### src/hw/rtl/hswa_pkg.sv
// hswa_pkg: shared types, op codes, register addresses and rounding and saturation helpers
// for the householder sliding window apply block. No dependencies.
package hswa_pkg;

  localparam logic [1:0] OP_VEC = 2'd0;
  localparam logic [1:0] OP_TAU = 2'd1;
  localparam logic [1:0] OP_ROW = 2'd2;

  // APB byte addresses of the two registers
  localparam logic [2:0] ADDR_NUM_REFL = 3'd0;
  localparam logic [2:0] ADDR_REFL_LEN = 3'd4;

  typedef struct packed {
    logic [1:0]         op;
    logic [5:0]         reflector_index;
    logic [4:0]         element_index;
    logic signed [31:0] data_value;
  } in_item_t;

  typedef struct packed {
    logic [6:0]         out_row;
    logic signed [31:0] out_value;
    logic               column_done;
  } out_item_t;

  typedef struct packed {
    logic [6:0] num_reflectors;
    logic [5:0] reflector_len;
  } cfg_t;

  typedef enum logic [1:0] {
    CMD_VEC,
    CMD_TAU,
    CMD_ROW
  } cmd_kind_t;

  typedef struct packed {
    cmd_kind_t          kind;
    logic [5:0]         ri;
    logic [4:0]         ei;
    logic signed [31:0] val;
  } cmd_t;

  // Q2.29 product back to Q2.29: round to nearest (ties up), saturate.
  function automatic logic signed [31:0] round_sat64(input logic signed [63:0] x);
    logic signed [63:0] t;
    t = (x + 64'sd268435456) >>> 29;
    if (t > 64'sd2147483647) return 32'h7fffffff;
    else if (t < -64'sd2147483648) return 32'h80000000;
    else return t[31:0];
  endfunction

  function automatic logic signed [31:0] sub_sat(input logic signed [31:0] a,
                                                 input logic signed [31:0] b);
    logic signed [32:0] d;
    d = {a[31], a} - {b[31], b};
    if (d[32] != d[31]) return d[32] ? 32'h80000000 : 32'h7fffffff;
    else return d[31:0];
  endfunction

endpackage

### src/hw/rtl/hswa_fifo.sv
// hswa_fifo: two-entry command queue between front and back.
// Depends on hswa_pkg.
module hswa_fifo (
  input  logic           clk,
  input  logic           rst_n,
  input  logic           push_valid,
  output logic           push_ready,
  input  hswa_pkg::cmd_t push_cmd,
  output logic           pop_valid,
  input  logic           pop_ready,
  output hswa_pkg::cmd_t pop_cmd
);
  import hswa_pkg::*;

  cmd_t       mem_r [2];
  logic       wp_r, rp_r;
  logic [1:0] cnt_r;
  logic       do_push, do_pop;

  assign push_ready = cnt_r != 2'd2;
  assign pop_valid  = cnt_r != 2'd0;
  assign pop_cmd    = mem_r[rp_r];
  assign do_push    = push_valid && push_ready;
  assign do_pop     = pop_valid && pop_ready;

  always_ff @(posedge clk) begin
    if (do_push) mem_r[wp_r] <= push_cmd;
  end

  always_ff @(posedge clk) begin
    if (!rst_n) begin
      wp_r  <= 1'b0;
      rp_r  <= 1'b0;
      cnt_r <= 2'd0;
    end else begin
      if (do_push) wp_r <= ~wp_r;
      if (do_pop) rp_r <= ~rp_r;
      cnt_r <= cnt_r + 2'(do_push) - 2'(do_pop);
    end
  end

endmodule

### config.mk
export PLATFORM = sky130hd
export DESIGN_NAME = hswa_fifo
export DESIGN_NICKNAME = d
export VERILOG_FILES = /design/src/hw/rtl/hswa_pkg.sv /design/src/hw/rtl/hswa_fifo.sv
export SDC_FILE = /design/constraint.sdc
export NUM_CORES = 1
export LEC_CHECK = 0
export BUFFER_PORTS_ARGS = -buffer_cell sky130_fd_sc_hd__clkbuf_2
export CORE_MARGIN = 2
export CORE_UTILIZATION = 52
export CTS_CLUSTER_SIZE = 14
export DETAILED_ROUTE_END_ITERATION = 7
export GPL_ROUTABILITY_DRIVEN = 0
export MAX_ROUTING_LAYER = met4
export PLACE_DENSITY = 0.81
export REMOVE_ABC_BUFFERS = 1
export SETUP_SLACK_MARGIN = 0.3
export SLEW_MARGIN = 20
export SYNTH_ARGS = -nofsm -noshare
export SYNTH_HDL_FRONTEND = slang
export SYNTH_SLANG_ARGS = --single-unit
### constraint.sdc
create_clock -name clk -period 4.9 [get_ports clk]
set_input_delay 1.47 -clock clk [delete_from_list [all_inputs] [get_ports clk]]
set_output_delay 1.47 -clock clk [all_outputs]
set_load 0.1 [all_outputs]
==> results of run 1 <==
## layout make-up
| cell class | instances | area (um^2) |
|---|---|---|
| clock buffers | 9 | 123.9 |
| clock inverters | 7 | 71.32 |
| fillers | 507 | 2415 |
| inverters | 1 | 3.754 |
| multi-input cells | 63 | 795.8 |
| flip-flops and latches | 95 | 2804 |
| well taps | 96 | 120.1 |
| repair buffers | 98 | 498.0 |
## layer usage
layer,part of all wire [%],global-route usage (%),wire length (um),up-vias
li1,-,-,-,844
met1,42,18.17,2394,872
met2,51,24.54,2962,57
met3,5.4,4.147,312,9
met4,1.5,7.438,87,0
met5,0,-,0,-
## sequential cells by signal, summed over array words and instances (netlist names), named ones only
signal / cells
mem_r: 90
cnt_r: 2
rp_r: 1
wp_r: 1
## worst register-to-register path, cell delays in order, from the launching register on
cell and delay [ps]:
sky130_fd_sc_hd__dfxtp_1 370, sky130_fd_sc_hd__nand2b_1 160, sky130_fd_sc_hd__nand2_1 160, sky130_fd_sc_hd__nor2_4 550, sky130_fd_sc_hd__buf_4 450
## worst paths after layout
path                                          start                      to  slack, ps  cells past startpoint
worst max-delay path                           flop             pop_cmd[15]       1110                      3
worst min-delay path              wp_r$_SDFFE_PN0N_       wp_r$_SDFFE_PN0N_        530                      2
worst max register to register  cnt_r[0]$_SDFF_PN0_  mem_r[0][21]$_DFFE_PP_       2870                      4
worst min register to register    wp_r$_SDFFE_PN0N_       wp_r$_SDFFE_PN0N_        530                      2
## through the flow
stage | worst slack (ps) | instances | hold WS, ps
finish | 1111 | 369 | 532.6
global route | 991.5 | 369 | 565.6
CTS | 1064 | 369 | 533.8
detailed placement | 1455 | 353 | 522.0
global placement | 1473 | 353 | 506.2
floorplan | 892.1 | 159 | 454.9
## cell usage after synthesis, drive strengths merged
library cell | n | area [um^2]
and2 | 2 | 12.51
and3 | 1 | 6.260
buf | 5 | 91.34
dfxtp | 5 | 100.1
edfxtp | 90 | 2703
ha | 2 | 25.02
inv | 1 | 3.750
mux2 | 45 | 656.9
mux2i | 1 | 10.01
nand2 | 2 | 7.510
nand2b | 2 | 12.51
nor2 | 1 | 3.750
nor2b | 2 | 12.51
o21a | 1 | 7.510
or2 | 1 | 6.260
xnor2 | 3 | 26.28
## cell families after synthesis
kind of cell             synth area share (%)
flip-flops                              76.06
XOR/XNOR                               0.7132
adder cells (fa/ha/maj)                0.6790
buffers and inverters                   2.581
AND/OR/NAND/NOR                         1.664
AO/OA/AOI/OAI                          0.2038
multiplexers                            18.10
==> flow_summary_export.csv, run 1 <==
group,metric,value,unit
timing,fin_worst_skew,8.999,ps
setup_path,start_kind,"flop",
synth,average_cell_area_after_synthesis,22.47,um^2
flow_run,cap_viol_max_count,0,
layout,commonest_non_fill_non_tap_cells_in_the_layout,"95 x sky130_fd_sc_hd__clkbuf_2, 90 x sky130_fd_sc_hd__edfxtp_1, 40 x sky130_fd_sc_hd__mux2_4, 9 x sky130_fd_sc_hd__clkbuf_8, 5 x sky130_fd_sc_hd__mux2_2",
timing,maxSlewViolCount,0,
setup_path,end_kind,"primary output",
clock_tree,ctsResizeCount,0,
global_routing,antenna_violations_before_repair,0,
global_routing,first_pass_grt_wire_length,8.314,mm
timing,fmaxAchievable,0.2639,GHz
clock_tree,postCtsHoldBufs,0,
floorplanning,chipHeight,88.18,um
layout,num-nets-final,319,
setup_path,critPathBufInv,2,
timing,timing.final.crit_period,3789,ps
timing,fin_tns_setup,0,ps
layout,insertedDiodeCount,0,
detailed_routing,drtAntennaViolNets,0,
synth,synthesis_stage_register_bit_count,95,
clock_tree,clock_tree.root_cell,"sky130_fd_sc_hd__clkbuf_8",
synth,netlist_instances,164,
status,outcome,"completed",
layout,mostFrequentLayoutCell,"sky130_fd_sc_hd__clkbuf_2",
placed_design,place.detailed.hpwl,3.909,mm
detailed_routing,drt_wl_total,5.757,mm
setup_path,max_stage_delay,890,ps
global_routing,remaining_global_route_overflow,0,
timing,tightestPinTransition,1055,ps
detailed_routing,drc_errors,0,
timing,period_share,77.32,%
setup_path,worstPathMaxFanout,28,
detailed_routing,post_drt_via_cell_ratio,4.829,
global_routing,grt_pass1_vias,1748,
layout,flow.area_growth_from_synthesis,19.86,%
setup_path,timing.critical_path.cells,"buf_4 > mux2_4 > clkbuf_2",
detailed_routing,post_drt_wl_per_cell,15.60,um
timing,finalSetupViolations,0,
synth,mapped_area,3685,um^2
floorplanning,die_area,7776,um^2
detailed_routing,detailedRoute.firstPassIterationCount,4,
clock_tree,clkSinkCount,95,
timing,setup_repair_after_global_routing_missed_its_margin,"no",
clock_tree,h-tree-depth,3,
floorplanning,die_w,88.18,um
setup_path,delay_heaviest_family_cp,"flip-flops",
detailed_routing,drt_first_iter_violations,91,
clock_tree,cts.reportedPaths.clkPinSlew,80,ps
synth,yosysWarningCount,0,
floorplanning,core-area,6832,um^2
worst_hold_path,min-delay-path-class,"flop to flop",
global_routing,grt_max_degree,46,
timing,slew_headroom,29.65,%
setup_path,critPathRequiredTime,3430,ps
clock_tree,clockBufferDepth,2,
floorplanning,top_level_ports,96,
clock_tree,numCtsBuffers,9,
placed_design,placedInstanceArea,4222,um^2
setup_path,cp.arrival,2320,ps
detailed_routing,detailroute.via_count,1782,
layout,postLayoutCellArea,4417,um^2
floorplanning,start_util,53.94,%
global_routing,gr-usage-all-layers,15.40,%
floorplanning,core.rowCount,30,
clock_tree,tritoncts_clock_tree,"yes",
clock_tree,clock_insertion_delay_worst_skew,350,ps
timing,finalHoldViolCount,0,
synth,synth-seq-area-share,76.06,%
setup_path,crit_type,"flop to primary output",
layout,drive_gt1_share,59.34,%
synth,synth.distinct_cells,18,
setup_path,slowest_stage,"sky130_fd_sc_hd__dfxtp_2",
layout,utilization,64.65,%
placed_design,placement.io_buffers,95,
clock_tree,cts_post_setup_buffers_inserted,0,
Power of run 1 is not shown: default switching activity piles up to over one toggle a cycle in this logic, so the estimate is an artifact.
==> run 2: changes to the inputs <==
==> constraint.sdc (replaced) <==
create_clock -name clk -period 3.54 [get_ports clk]
set_input_delay 1.062 -clock clk [delete_from_list [all_inputs] [get_ports clk]]
set_output_delay 1.062 -clock clk [all_outputs]
set_load 0.1 [all_outputs]
==> run 2 against run 1 <==
  * Count of clock-buffer cells in the layout unchanged
  * Highest routed layer unchanged
  * Utilization rose by 0.82 points
  * Via count up 1.5%
  * First-iteration DRC count up 69%
==> flow_summary_export.csv, run 2 (synthesis gave the netlist of run 1 again) <==
group,metric,value,unit
status,outcome,"completed",
layout,seqCellArea,2804,um^2
global_routing,antenna_violations_before_repair,0,
clock_tree,cts_post_setup_buffers_inserted,0,
clock_tree,postCtsHoldBufs,0,
global_routing,remaining_global_route_overflow,0,
setup_path,end_kind,"primary output",
setup_path,timing.critical_path.cells,"buf_4 > mux2_2 > clkbuf_2",
flow_run,cap_viol_max_count,0,
timing,period_share,85.57,%
setup_path,slowest_stage,"sky130_fd_sc_hd__dfxtp_2",
detailed_routing,drt_first_iter_violations,154,
setup_path,crit_type,"flop to primary output",
layout,multi_input_comb_area,795.8,um^2
clock_tree,tritoncts_clock_tree,"yes",
placed_design,placement.io_buffers,95,
timing,fmaxAchievable,0.3301,GHz
layout,filler_cell_count,526,
clock_tree,h-tree-depth,3,
placed_design,place.detailed.hpwl,4.034,mm
clock_tree,cts.reportedPaths.clkPinSlew,90,ps
layout,num-nets-final,322,
floorplanning,die_w,88.18,um
placed_design,placedCellCount,356,
clock_tree,numCtsBuffers,9,
detailed_routing,post_drt_via_cell_ratio,4.860,
timing,tightestPinTransition,677.4,ps
layout,final_cells,372,
timing,finalSetupViolations,0,
floorplanning,start_util,53.94,%
floorplanning,core.rowCount,30,
layout,drive_gt1_share,59.78,%
setup_path,worstPathMaxFanout,13,
layout,largestRegisters,"mem_r: 90 flops, cnt_r: 2 flops",
setup_path,cp.arrival,1970,ps
detailed_routing,detailroute.via_count,1808,
worst_hold_path,min-delay-path-class,"flop to flop",
layout,mostFrequentLayoutCell,"sky130_fd_sc_hd__clkbuf_2",
clock_tree,clock_tree.root_cell,"sky130_fd_sc_hd__clkbuf_8",
layout,commonest_non_fill_non_tap_cells_in_the_layout,"95 x sky130_fd_sc_hd__clkbuf_2, 90 x sky130_fd_sc_hd__edfxtp_1, 40 x sky130_fd_sc_hd__mux2_4, 9 x sky130_fd_sc_hd__clkbuf_8, 5 x sky130_fd_sc_hd__mux2_2",
detailed_routing,drc_errors,0,
layout,flow.area_growth_from_synthesis,21.39,%
detailed_routing,drtAntennaViolNets,0,
setup_path,critPathRequiredTime,2480,ps
global_routing,grt_pass1_vias,1759,
setup_path,start_kind,"flop",
timing,fin_worst_skew,7.097,ps
floorplanning,chipHeight,88.18,um
floorplanning,die_area,7776,um^2
detailed_routing,post_drt_wl_per_cell,15.61,um
timing,timing.final.crit_period,3029,ps
clock_tree,clockBufferDepth,2,
detailed_routing,detailedRoute.firstPassIterationCount,4,
clock_tree,ctsResizeCount,0,
timing,slew_headroom,54.84,%
floorplanning,core-area,6832,um^2
timing,setup_repair_after_global_routing_missed_its_margin,"no",
layout,insertedDiodeCount,0,
layout,largest-register,"mem_r",
setup_path,max_stage_delay,610,ps
clock_tree,clkSinkCount,95,
timing,maxSlewViolCount,0,
floorplanning,top_level_ports,96,
global_routing,gr-usage-all-layers,15.69,%
clock_tree,clock_insertion_delay_worst_skew,350,ps
detailed_routing,drt_wl_total,5.806,mm
layout,largest_reg_flops,90,
global_routing,first_pass_grt_wire_length,8.521,mm
timing,finalHoldViolCount,0,
global_routing,grt_max_degree,29,
[run 2: cell types whose count changed in the layout (fill, tap and decap cells not counted), sizes merged]
cell	delta
buf	+3
inv	+2
clkinv	-2
[run 2: stage by stage]
step	worst slack (ps)	setup TNS (ps)	hold slack, ps	area [um^2]	utilization, %
6_report	510.7	0	530.6	4473	65.48
5_1_grt	424.8	0	557.4	4473	65.48
4_1_cts	480.4	0	527.2	4473	65.48
3_5_place_dp	891.4	0	512.4	4269	62.49
3_3_place_gp	924.8	0	503.0	4269	62.49
2_1_floorplan	-247.0	-11420	454.9	3593	-
[run 2: critical path, delay by kind of cell, from the launching register on]
kind	cells	cell delay [ps]
buffers and inverters	2	650
DFF	1	610
muxes	1	360
[run 2: per-layer routing]
layer | share of wire [%] | routed length [um] | up-vias | global-route usage [%]
met5 | 0 | 0 | - | -
met4 | 2.0 | 114 | 0 | 7.989
met3 | 5.2 | 303 | 10 | 3.393
met2 | 49 | 2861 | 58 | 24.54
met1 | 44 | 2527 | 885 | 19.32
li1 | - | - | 855 | -
[run 2: layout make-up]
cell class	instances	area share [%]
clock inverter	7	1.790
tap	96	2.685
timing repair buffer	101	12.20
sequential	95	62.69
clock buffer	9	2.769
inverter	1	0.08392
multi-input combinational	63	17.79
[run 2: path summary, 6_finish.rpt]
| check | endpoint | startpoint | cells past startpoint | slack [ps] |
|---|---|---|---|---|
| worst max register to register | mem_r[1][3]$_DFFE_PP_ | cnt_r[0]$_SDFF_PN0_ | 3 | 1760 |
| worst min-delay path | wp_r$_SDFFE_PN0N_ | wp_r$_SDFFE_PN0N_ | 2 | 530 |
| worst max-delay path | pop_cmd[44] | flop | 3 | 510 |
| worst min register to register | wp_r$_SDFFE_PN0N_ | wp_r$_SDFFE_PN0N_ | 2 | 530 |
Power of run 2 is left out for the same reason.
